==> src/rtl/erp_pkg.sv <==
// Shared types and constants for the escape reply parser.
package erp_pkg;

    // Parser states.
    typedef enum logic [2:0] {
        PS_IDLE     = 3'd0,
        PS_ESC      = 3'd1,
        PS_BODY     = 3'd2,
        PS_BODY_ESC = 3'd3,
        PS_CSI      = 3'd4
    } parse_state_t;

    // Emission sequencer states.
    typedef enum logic [1:0] {
        EM_PARSE  = 2'd0,
        EM_READ   = 2'd1,
        EM_LOAD   = 2'd2,
        EM_STATUS = 2'd3
    } emit_state_t;

    // Input item kinds.
    localparam logic OP_BYTE     = 1'b0;
    localparam logic OP_DEADLINE = 1'b1;

    // Result item kinds.
    localparam logic KIND_PAYLOAD = 1'b0;
    localparam logic KIND_STATUS  = 1'b1;

    // Status codes.
    localparam logic [1:0] STAT_NONE     = 2'd0;
    localparam logic [1:0] STAT_CAPTURED = 2'd1;
    localparam logic [1:0] STAT_ILLEGAL  = 2'd2;
    localparam logic [1:0] STAT_TOO_LONG = 2'd3;

    // Character codes.
    localparam logic [7:0] C_ESC       = 8'h1b;
    localparam logic [7:0] C_BEL       = 8'h07;
    localparam logic [7:0] C_CTRL_TOP  = 8'h20;
    localparam logic [7:0] C_FINAL_LO  = 8'h40;
    localparam logic [7:0] C_FINAL_HI  = 8'h7e;
    localparam logic [7:0] C_CPR_FINAL = 8'h52;
    localparam logic [7:0] C_RBRACKET  = 8'h5d;
    localparam logic [7:0] C_LBRACKET  = 8'h5b;
    localparam logic [7:0] C_BSLASH    = 8'h5c;

    // End-of-reply request from the parser to the emission sequencer.
    typedef struct packed {
        logic       valid;
        logic       captured;
        logic [1:0] status;
    } finish_t;

endpackage

==> src/rtl/erp_parser.sv <==
// Byte-level escape sequence parser that fills the body store and flags reply ends.
module erp_parser #(
    parameter int BUF_DEPTH = 64
) (
    input  logic                         aclk,
    input  logic                         aresetn,
    input  logic                         in_valid,
    input  logic                         in_op,
    input  logic [7:0]                   in_byte,
    output logic                         wr_en,
    output logic [$clog2(BUF_DEPTH)-1:0] wr_addr,
    output logic [7:0]                   wr_data,
    output erp_pkg::finish_t             finish,
    output logic [$clog2(BUF_DEPTH)-1:0] count
);

    localparam int CNT_W = $clog2(BUF_DEPTH);
    localparam logic [CNT_W-1:0] CNT_MAX = CNT_W'(BUF_DEPTH - 1);

    erp_pkg::parse_state_t state_reg, state_next;
    logic [CNT_W-1:0]      cnt_reg, cnt_next;
    logic                  cap_reg, cap_next;

    // State, count and captured flag registers.
    always_ff @(posedge aclk) begin
        if (!aresetn) begin
            state_reg <= erp_pkg::PS_IDLE;
            cnt_reg   <= '0;
            cap_reg   <= 1'b0;
        end else begin
            state_reg <= state_next;
            cnt_reg   <= cnt_next;
            cap_reg   <= cap_next;
        end
    end

    assign wr_addr = cnt_reg;
    assign wr_data = in_byte;
    assign count   = cnt_reg;

    // Next-state decode for one accepted item.
    always_comb begin
        state_next = state_reg;
        cnt_next   = cnt_reg;
        cap_next   = cap_reg;
        wr_en      = 1'b0;
        finish     = '0;

        if (in_valid) begin
            if (in_op == erp_pkg::OP_DEADLINE) begin
                finish.valid    = 1'b1;
                finish.captured = cap_reg;
                finish.status   = cap_reg ? erp_pkg::STAT_CAPTURED : erp_pkg::STAT_NONE;
            end else begin
                case (state_reg)
                    erp_pkg::PS_ESC: begin
                        if (in_byte < erp_pkg::C_CTRL_TOP) begin
                            finish.valid  = 1'b1;
                            finish.status = erp_pkg::STAT_ILLEGAL;
                        end else if (in_byte == erp_pkg::C_RBRACKET) begin
                            state_next = erp_pkg::PS_BODY;
                            cnt_next   = '0;
                        end else if (in_byte == erp_pkg::C_LBRACKET) begin
                            state_next = erp_pkg::PS_CSI;
                        end else begin
                            state_next = erp_pkg::PS_IDLE;
                        end
                    end
                    erp_pkg::PS_BODY: begin
                        if (in_byte == erp_pkg::C_BEL) begin
                            cap_next   = 1'b1;
                            state_next = erp_pkg::PS_IDLE;
                        end else if (in_byte == erp_pkg::C_ESC) begin
                            state_next = erp_pkg::PS_BODY_ESC;
                        end else if (cnt_reg != CNT_MAX) begin
                            wr_en    = 1'b1;
                            cnt_next = cnt_reg + 1'b1;
                        end else begin
                            finish.valid  = 1'b1;
                            finish.status = erp_pkg::STAT_TOO_LONG;
                        end
                    end
                    erp_pkg::PS_BODY_ESC: begin
                        if (in_byte < erp_pkg::C_CTRL_TOP) begin
                            finish.valid  = 1'b1;
                            finish.status = erp_pkg::STAT_ILLEGAL;
                        end else if (in_byte == erp_pkg::C_BSLASH) begin
                            cap_next   = 1'b1;
                            state_next = erp_pkg::PS_IDLE;
                        end else begin
                            // A new sequence inside the body drops what was stored.
                            cnt_next = '0;
                            if (in_byte == erp_pkg::C_RBRACKET) begin
                                state_next = erp_pkg::PS_BODY;
                            end else if (in_byte == erp_pkg::C_LBRACKET) begin
                                state_next = erp_pkg::PS_CSI;
                            end else begin
                                state_next = erp_pkg::PS_IDLE;
                            end
                        end
                    end
                    erp_pkg::PS_CSI: begin
                        if (in_byte inside {[erp_pkg::C_FINAL_LO:erp_pkg::C_FINAL_HI]}) begin
                            if (in_byte == erp_pkg::C_CPR_FINAL) begin
                                finish.valid    = 1'b1;
                                finish.captured = cap_reg;
                                finish.status   = cap_reg ? erp_pkg::STAT_CAPTURED
                                                          : erp_pkg::STAT_NONE;
                            end else begin
                                state_next = erp_pkg::PS_IDLE;
                            end
                        end
                    end
                    default: begin
                        state_next = (in_byte == erp_pkg::C_ESC) ? erp_pkg::PS_ESC
                                                                 : erp_pkg::PS_IDLE;
                    end
                endcase
            end

            // Any reply end returns the parser to its reset state.
            if (finish.valid) begin
                state_next = erp_pkg::PS_IDLE;
                cnt_next   = '0;
                cap_next   = 1'b0;
            end
        end
    end

endmodule

==> src/rtl/escape_reply_parser.sv <==
// Top level: parser, body store memory and reply emission sequencer.
//
//  Channel  Dir  Handshake          Contents
//  s_       in   s_tvalid/s_tready  tdata = in_byte, tuser = op
//  m_       out  m_tvalid/m_tready  tdata = out_byte, status; tuser = item_kind; tlast = last
//
// s_tready is high whenever no reply is being emitted. Emitting a captured reply
// reads each stored body byte from memory, then loads it into the output register,
// and ends with the status item; m_tready stalls can hold the loads.
// While a reply is emitted no item is accepted. The store needs no clearing after
// reset; only bytes written during the current body are ever read back.
module escape_reply_parser #(
    parameter int BUF_DEPTH = 64
) (
    input  logic        aclk,
    input  logic        aresetn,
    input  logic        s_tvalid,
    output logic        s_tready,
    input  logic [7:0]  s_tdata,   // [7:0] in_byte
    input  logic        s_tuser,   // [0] op
    output logic        m_tvalid,
    input  logic        m_tready,
    output logic [15:0] m_tdata,   // [7:0] out_byte, [9:8] status, [15:10] zero
    output logic        m_tuser,   // [0] item_kind
    output logic        m_tlast
);

    localparam int CNT_W = $clog2(BUF_DEPTH);

    erp_pkg::emit_state_t mode_reg, mode_next;
    erp_pkg::finish_t     finish;

    logic                 s_accept;
    logic                 wr_en;
    logic [CNT_W-1:0]     wr_addr;
    logic [7:0]           wr_data;
    logic [CNT_W-1:0]     count;

    logic [7:0]           mem [BUF_DEPTH];
    logic [7:0]           mem_rdata_reg;

    logic [CNT_W-1:0]     rd_idx_reg, rd_idx_next;
    logic [CNT_W-1:0]     emit_cnt_reg, emit_cnt_next;
    logic [1:0]           stat_reg, stat_next;

    logic                 out_free;
    logic                 load_payload;
    logic                 load_status;
    logic                 m_valid_reg;
    logic [7:0]           m_byte_reg;
    logic [1:0]           m_stat_reg;
    logic                 m_kind_reg;

    assign s_tready = (mode_reg == erp_pkg::EM_PARSE);
    assign s_accept = s_tvalid && s_tready;

    erp_parser #(
        .BUF_DEPTH(BUF_DEPTH)
    ) u_parser (
        .aclk    (aclk),
        .aresetn (aresetn),
        .in_valid(s_accept),
        .in_op   (s_tuser),
        .in_byte (s_tdata),
        .wr_en   (wr_en),
        .wr_addr (wr_addr),
        .wr_data (wr_data),
        .finish  (finish),
        .count   (count)
    );

    // Body store: writes only while parsing; the registered read runs always but is used only while emitting.
    always_ff @(posedge aclk) begin
        if (wr_en) begin
            mem[wr_addr] <= wr_data;
        end
        mem_rdata_reg <= mem[rd_idx_reg];
    end

    assign out_free = !m_valid_reg || m_tready;

    // Sequencer registers.
    always_ff @(posedge aclk) begin
        if (!aresetn) begin
            mode_reg <= erp_pkg::EM_PARSE;
        end else begin
            mode_reg <= mode_next;
        end
        rd_idx_reg   <= rd_idx_next;
        emit_cnt_reg <= emit_cnt_next;
        stat_reg     <= stat_next;
    end

    // Sequencer next state: walk the stored body of a captured reply, then send the status item.
    always_comb begin
        mode_next     = mode_reg;
        rd_idx_next   = rd_idx_reg;
        emit_cnt_next = emit_cnt_reg;
        stat_next     = stat_reg;
        load_payload  = 1'b0;
        load_status   = 1'b0;

        case (mode_reg)
            erp_pkg::EM_PARSE: begin
                if (finish.valid) begin
                    emit_cnt_next = count;
                    stat_next     = finish.status;
                    rd_idx_next   = '0;
                    mode_next     = (finish.captured && count != '0) ? erp_pkg::EM_READ
                                                                     : erp_pkg::EM_STATUS;
                end
            end
            erp_pkg::EM_READ: begin
                mode_next = erp_pkg::EM_LOAD;
            end
            erp_pkg::EM_LOAD: begin
                if (out_free) begin
                    load_payload = 1'b1;
                    rd_idx_next  = rd_idx_reg + 1'b1;
                    mode_next    = (rd_idx_next == emit_cnt_reg) ? erp_pkg::EM_STATUS
                                                                 : erp_pkg::EM_READ;
                end
            end
            erp_pkg::EM_STATUS: begin
                if (out_free) begin
                    load_status = 1'b1;
                    mode_next   = erp_pkg::EM_PARSE;
                end
            end
            default: begin
                mode_next = erp_pkg::EM_PARSE;
            end
        endcase
    end

    // Output register; a waiting status item does not block parsing of later bytes.
    always_ff @(posedge aclk) begin
        if (!aresetn) begin
            m_valid_reg <= 1'b0;
        end else if (load_payload || load_status) begin
            m_valid_reg <= 1'b1;
        end else if (m_tready) begin
            m_valid_reg <= 1'b0;
        end
        if (load_payload) begin
            m_byte_reg <= mem_rdata_reg;
            m_stat_reg <= erp_pkg::STAT_NONE;
            m_kind_reg <= erp_pkg::KIND_PAYLOAD;
        end else if (load_status) begin
            m_byte_reg <= 8'h00;
            m_stat_reg <= stat_reg;
            m_kind_reg <= erp_pkg::KIND_STATUS;
        end
    end

    assign m_tvalid = m_valid_reg;
    assign m_tdata  = {6'b0, m_stat_reg, m_byte_reg};
    assign m_tuser  = m_kind_reg;
    assign m_tlast  = (m_kind_reg == erp_pkg::KIND_STATUS);

`ifndef SYNTHESIS
    // The store is never written while a reply is read back.
    a_no_write_in_emit: assert property (@(posedge aclk) disable iff (!aresetn)
        wr_en |-> (mode_reg == erp_pkg::EM_PARSE))
        else $error("body store written during reply emission");

    // Reads stay below the number of bytes held for this reply.
    a_read_in_range: assert property (@(posedge aclk) disable iff (!aresetn)
        (mode_reg == erp_pkg::EM_READ) |-> (rd_idx_reg < emit_cnt_reg))
        else $error("body store read beyond held bytes");

    // A payload item carries no status code.
    a_payload_clean: assert property (@(posedge aclk) disable iff (!aresetn)
        (m_tvalid && m_tuser == erp_pkg::KIND_PAYLOAD) |-> (m_tdata[9:8] == erp_pkg::STAT_NONE))
        else $error("payload item with nonzero status");

    // The status item closes the emission and reopens the input.
    a_status_reopens: assert property (@(posedge aclk) disable iff (!aresetn)
        load_status |=> s_tready)
        else $error("input not reopened after status item");
`endif

endmodule
==> config.mk <==
export PLATFORM = sky130hd
export DESIGN_NAME = escape_reply_parser
export DESIGN_NICKNAME = d
export VERILOG_FILES = /design/src/rtl/erp_pkg.sv /design/src/rtl/erp_parser.sv /design/src/rtl/escape_reply_parser.sv
export SDC_FILE = /design/constraint.sdc
export NUM_CORES = 1
export LEC_CHECK = 0
export BUFFER_PORTS_ARGS = -buffer_cell sky130_fd_sc_hd__clkbuf_2
export CORE_MARGIN = 2
export CORE_UTILIZATION = 35
export DETAILED_ROUTE_END_ITERATION = 16
export PLACE_DENSITY = 0.49
export SLEW_MARGIN = 40
export SYNTH_ARGS = -nofsm -noshare
export SYNTH_HDL_FRONTEND = slang
export SYNTH_SLANG_ARGS = --single-unit
==> constraint.sdc <==
create_clock -name aclk -period 2.8 [get_ports aclk]
set_clock_uncertainty 0.15 [all_clocks]
set_input_delay 0.14 -clock aclk [delete_from_list [all_inputs] [get_ports aclk]]
set_output_delay 0.14 -clock aclk [all_outputs]
set_load 0.02 [all_outputs]
Yosys cells after proc, flatten, opt, wreduce, memory -nomap -nowiden
Memories as Yosys holds them, arrays and structs flattened. A register that Yosys moved wholly into a read port is not among the register bits.
Index checks and enable logic that the tools add are counted.
{ "classes": {"n_addsub": 2, "order_cmp": 3, "eq_ne": 31, "n_mux": 70, "reduce_logical": 20} }
{ "ops": {"columns": ["cell", "count"], "rows": [
  ["$mux 6", 11],
  ["$mux 3", 11],
  ["$eq 8x7->1 const B", 4],
  ["$mux 1", 25],
  ["$mux 4", 5],
  ["$mux 2", 9],
  ["$ne 3x3->1 const B", 6],
  ["$pmux 6 s3", 1],
  ["$mux 8", 2],
  ["$ne 3x1->1 const B", 5],
  ["$add 6x1->6 const B", 2],
  ["$pmux 3 s4", 1],
  ["$pmux 6 s2", 1],
  ["$reduce_and 10->1", 1],
  ["$eq 8x3->1 const B", 1],
  ["$eq 8x5->1 const B", 1],
  ["$ge 8x7->1 const B", 1],
  ["$le 8x7->1 const B", 1],
  ["$lt 8x6->1 const B", 1],
  ["$pmux 2 s4", 1],
  ["$reduce_and 7->1", 1],
  ["$eq 3x2->1 const B", 2],
  ["$eq 6x6->1", 1],
  ["$ne 6x6->1 const B", 1],
  ["22 further kinds", 31]
]} }
{ "word_totals": {"ff_bits": 38, "ram_bits": 512, "wordCells": 138, "mem_count": 1} }
{ "memory_table": {"columns": ["memory", "words", "word_bits", "rd", "rd_ports_with_merged_regs", "write_ports", "line_no", "source"], "rows": [
  ["mem", 64, 8, 1, 1, 1, "escape_reply_parser.sv:39", "logic [7:0] mem [BUF_DEPTH];"]
]} }

Depth between registers and ports, before layout
{ "logic_depth": {"depth_word": 12, "depth_mapped": 10, "mapped_depth_nobuf": 7} }

Modules after synthesis
From an unflattened synthesis, not the netlist that was laid out.
{ "hier_totals": {"hier_cells": 1160, "hier_area_um2": 22333.9} }
{ "modules_own_cells": {"columns": ["module", "instances", "cells_per_inst", "area_each_um2"], "rows": [
  ["escape_reply_parser", 1, 1048, 21430.6],
  ["erp_parser", 1, 112, 903.4]
]} }

Worst setup path after synthesis
OpenSTA, ideal clock, no wires.
{ "synth_path": {"path_type": "register to register", "from": "reg mode_reg[0]", "to": "mem mem[24][0] (enable)", "setup_ps": 370, "t_arrival_ps": 2254, "setup_slack_ps": 26, "stages_incl_launch_ff": 8, "period_less_slack_ps": 2774, "cell_sequence": "dfxtp_1 clkbuf_1 nor2_1 nand2_1 clkbuf_1 nor4_2 nand3_1 nor2_1"} }
{ "synth_via": {"elab_chain_len": 5} }
{ "synth_lines": {"columns": ["element", "line_no", "source"], "rows": [
  ["from (decl)", "escape_reply_parser.sv:30", "erp_pkg::emit_state_t mode_reg, mode_next;"],
  ["from (signal assigned)", "escape_reply_parser.sv:85", "mode_reg <= erp_pkg::EM_PARSE;"],
  ["from (signal assigned)", "escape_reply_parser.sv:87", "mode_reg <= mode_next;"],
  ["$logic_not 2->1", "escape_reply_parser.sv:54", "assign s_tready = (mode_reg == erp_pkg::EM_PARSE);"],
  ["via s_tready", "escape_reply_parser.sv:18", "output logic s_tready,"],
  ["$logic_and 1x1->1", "escape_reply_parser.sv:55", "assign s_accept = s_tvalid && s_tready;"],
  ["$mux 1", "erp_parser.sv:49", "if (in_valid) begin"],
  ["$mux 1", "escape_reply_parser.sv:74", "if (wr_en) begin"],
  ["$mux 1 (implied by the code)", "escape_reply_parser.sv:75", "mem[wr_addr] <= wr_data;"],
  ["to (decl)", "escape_reply_parser.sv:39", null]
]} }
The timed path passes the listed nets, and every way through them passes these cells.

==> metrics.md <==
| Metric | Value |
|---|---|
| Status | `finished, final reports clean` |
| Synth Area in Adders | `0.00170` |
| Core Util, Final | `0.414` |
| ANT nets after route | `0` |
| Detailed-route via count | `11646` |
| Peak supply drop | `between 500 and 600 µV` |
| Final wirelength | `55.5 mm` |
| Post-route setup TNS | `0 ps` |
| EDFF count, synth | `534` |
| CORE AREA | `around 0.063 mm²` |
| Synthesis-to-layout area growth | `17.7%` |
| H-tree Lvls | `2` |
| #FFs+latches synth | `558` |
| Root buffer cell | `clkbuf_16` |
| Yosys warns | `0` |
| Main combinational cell family by area after synthesis | `multiplexers` |
| Row count | `92` |
| Max-slew violations | `0` |
| Share of cells above drive strength 1 | `0.243` |
| Tmin final | `2720 ps` |
| Asr flop ratio synth | `0` |
| Most frequent cells in the layout | `edfxtp_1, buf_4, nor2_1, mux4_2, mux2i_1` |
| Power Dens Cells | `714 mW/mm²` |
| Max FFs per register | `512` |
| Compound-Gate Fraction of Synth Area | `0.0455` |
| Largest net degree at the start of global routing | `66` |
| RSZ-0062 raised after global routing | `no` |
| Clock sink count | `558` |
| Vias in the first global route | `12028` |
| Yosys top cell area share | `0.726` |
| Hpwl dp | `roughly 36 mm` |
| Buffers added on ports | `26` |
| Synth Area in Simple Gates | `0.0544` |
| Final worst-path cycle share | `0.970` |
| Startpoint Class | `flop` |
| Critical path required time | `3110 ps` |
| DR WL/cell | `24.6 µm` |
| Clk_lat worst skew | `610 ps` |
| I/O Pins | `33` |
| Clock transition at path regs | `roughly 60 ps` |
| Die height | `255 µm` |
| Mapped cell area | `0.0221 mm²` |
| Drt pass-1 iters | `7` |
| Initial Util | `0.352` |
| Syn_area_per_cell | `18.4 µm²` |
| Critical-path top delay cell | `mux4_2` |
| Worst Max-Slew Pin Slew | `859 ps` |
| Max-slew headroom | `0.427` |
| Hold Slack | `23.9 ps` |
| CP arrival | `between 3000 and 4000 ps` |
| Library cells used by synthesis | `57` |
| Vias per cell | `5.16` |
| Die area | `0.0651 mm²` |
| Top post-synthesis cells by area | `edfxtp_1, mux4_2, mux2i_1` |
| Mux cell area share after synthesis | `0.127` |
| # DRC | `0` |
| TritonCTS clock tree | `done` |
| ANT cells | `0` |
| CTS buffer count | `between 50 and 60` |
| Tot GR Track Use | `0.174` |
| Grt ovf | `0` |
| Clk buf depth | `3` |
| Most used DFF post-synth | `edfxtp_1` |
| Endpoints failing setup | `0` |
| Setup CP Type | `reg2reg` |
| Final Hold Viols | `0` |
| Most common cell after layout, fill and taps aside | `edfxtp_1` |
| Synth Area in XOR/XNOR | `0.00516` |
| Seq/Total Area, Yosys | `0.748` |
| 1st-iter DRT viols | `968` |
| Max cap viols | `0` |
| GPL Wtd Cong | `0.852` |
| Pleak | `0.00839 µW` |
| Design Power | `18500 µW` |
| Hold Crit Class | `in2reg` |
| Die width | `255 µm` |
| Crit path cell chain | `buf_12, mux4_2, and2_1, a211oi_1, nor3_1, a31oi_1, a21oi_1` |
| Slowest stage delay, CP | `560 ps` |
| Synthesized netlist cell count | `1200` |
| Nets | `1377` |
| CP endpoint kind | `flop` |
| Initial antenna violation count | `2` |
| Crit Path Max Fanout | `20` |
| Post-synth top area cell | `edfxtp_1` |
| Fmax | `0.368 GHz` |
| First-pass GRT wire length | `81.6 mm` |
| Post-CTS Setup Bufs | `0` |
==> path summary, 6_finish.rpt <==
check / startpoint / end / slack (ps) / cells after the start
max: rd_idx_reg[0] / mem_rdata_reg[6] / 80 / 7
min: s_tdata[3] / mem[29][3] / 20 / 2
max reg2reg: rd_idx_reg[0] / mem_rdata_reg[6] / 80 / 7
min reg2reg: m_stat_reg[0] / m_stat_reg[0] / 310 / 2
==> kinds of logic (layout without fill, tap and decap cells) <==
group,Yosys count,in the layout
flip-flops,558,558
AND/OR/NAND/NOR,248,248
multiplexers,161,161
AO/OA/AOI/OAI,141,141
buffers and inverters,75,279
XOR/XNOR,13,13
adder cells (fa/ha/maj),3,3
other,1,6
==> Yosys cell counts (all sizes together) (2+ instances only) <==
cell type  count
inv            6
o22ai         41
and3           2
a311oi         2
nor3           9
xnor2          7
a2111oi        2
mux2i         65
clkbuf        30
o2111ai        2
nand2b         9
nor4           6
and3b          2
dfxtp         24
o21ai          7
nand4          2
nor4b          3
or4            2
nor2          97
nand3         22
a21oi         14
or2            3
nor2b          7
buf           39
a211oi         8
and2          16
or3            2
a41oi          4
mux4          96
xor2           6
nand2         58
ha             3
o221ai        33
edfxtp       534
a31oi         21
a211o          2
nand3b         5
==> layer usage <==
| layer | up-vias | global-route usage | wire length, µm |
|---|---|---|---|
| met3 | 92 | 0.0262 | 2380 |
| met2 | 275 | 0.293 | 27400 |
| met5 | - | 0 | 8 |
| met4 | 2 | 0.0490 | 1300 |
| met1 | 6063 | 0.235 | 24500 |
| li1 | 5214 | - | - |
==> what timing repair did <==
action | 4_1_cts | 5_1_grt
resized for setup | 0 | 1
hold buffers | 12 | 0
endpoints found under the setup margin | 0 | 17
hold endpoints to repair | 64 | 0
==> critical path: cells and delay by family (launching register included) <==
kind            cells  cell delay (ps)
flops               1              440
mux                 1              560
buf+inv             1              230
compound gates      3              770
simple gates        2              400
==> final cells by class <==
type	instances	area, µm²
inverters	6	22.5
clock inverters	35	293
multi-input cells	572	5200
flip-flops and latches	558	16500
repair buffers	165	1370
fillers	5626	36700
well taps	846	1060
clock buffers	73	1530
==> where the power goes <==
group	internal (µW)	total (µW)	switching, µW
registers	9220	9250	33.3
clock network	4230	7420	3190
logic	731	1870	1140
total	14200	18500	4360
==> through the flow <==
stage | cell area (µm²) | worst slack, ps | std cells
after floorplan | 22100 | 26.0 | 1205
final | 26000 | 83.4 | 2255
after global placement | 24000 | 150 | 2134
after CTS | 26000 | 150 | 2254
after global routing | 26000 | 21.4 | 2255
after detailed placement | 24000 | 143 | 2134
No activity file was read; power rests on OpenSTA's default activity.
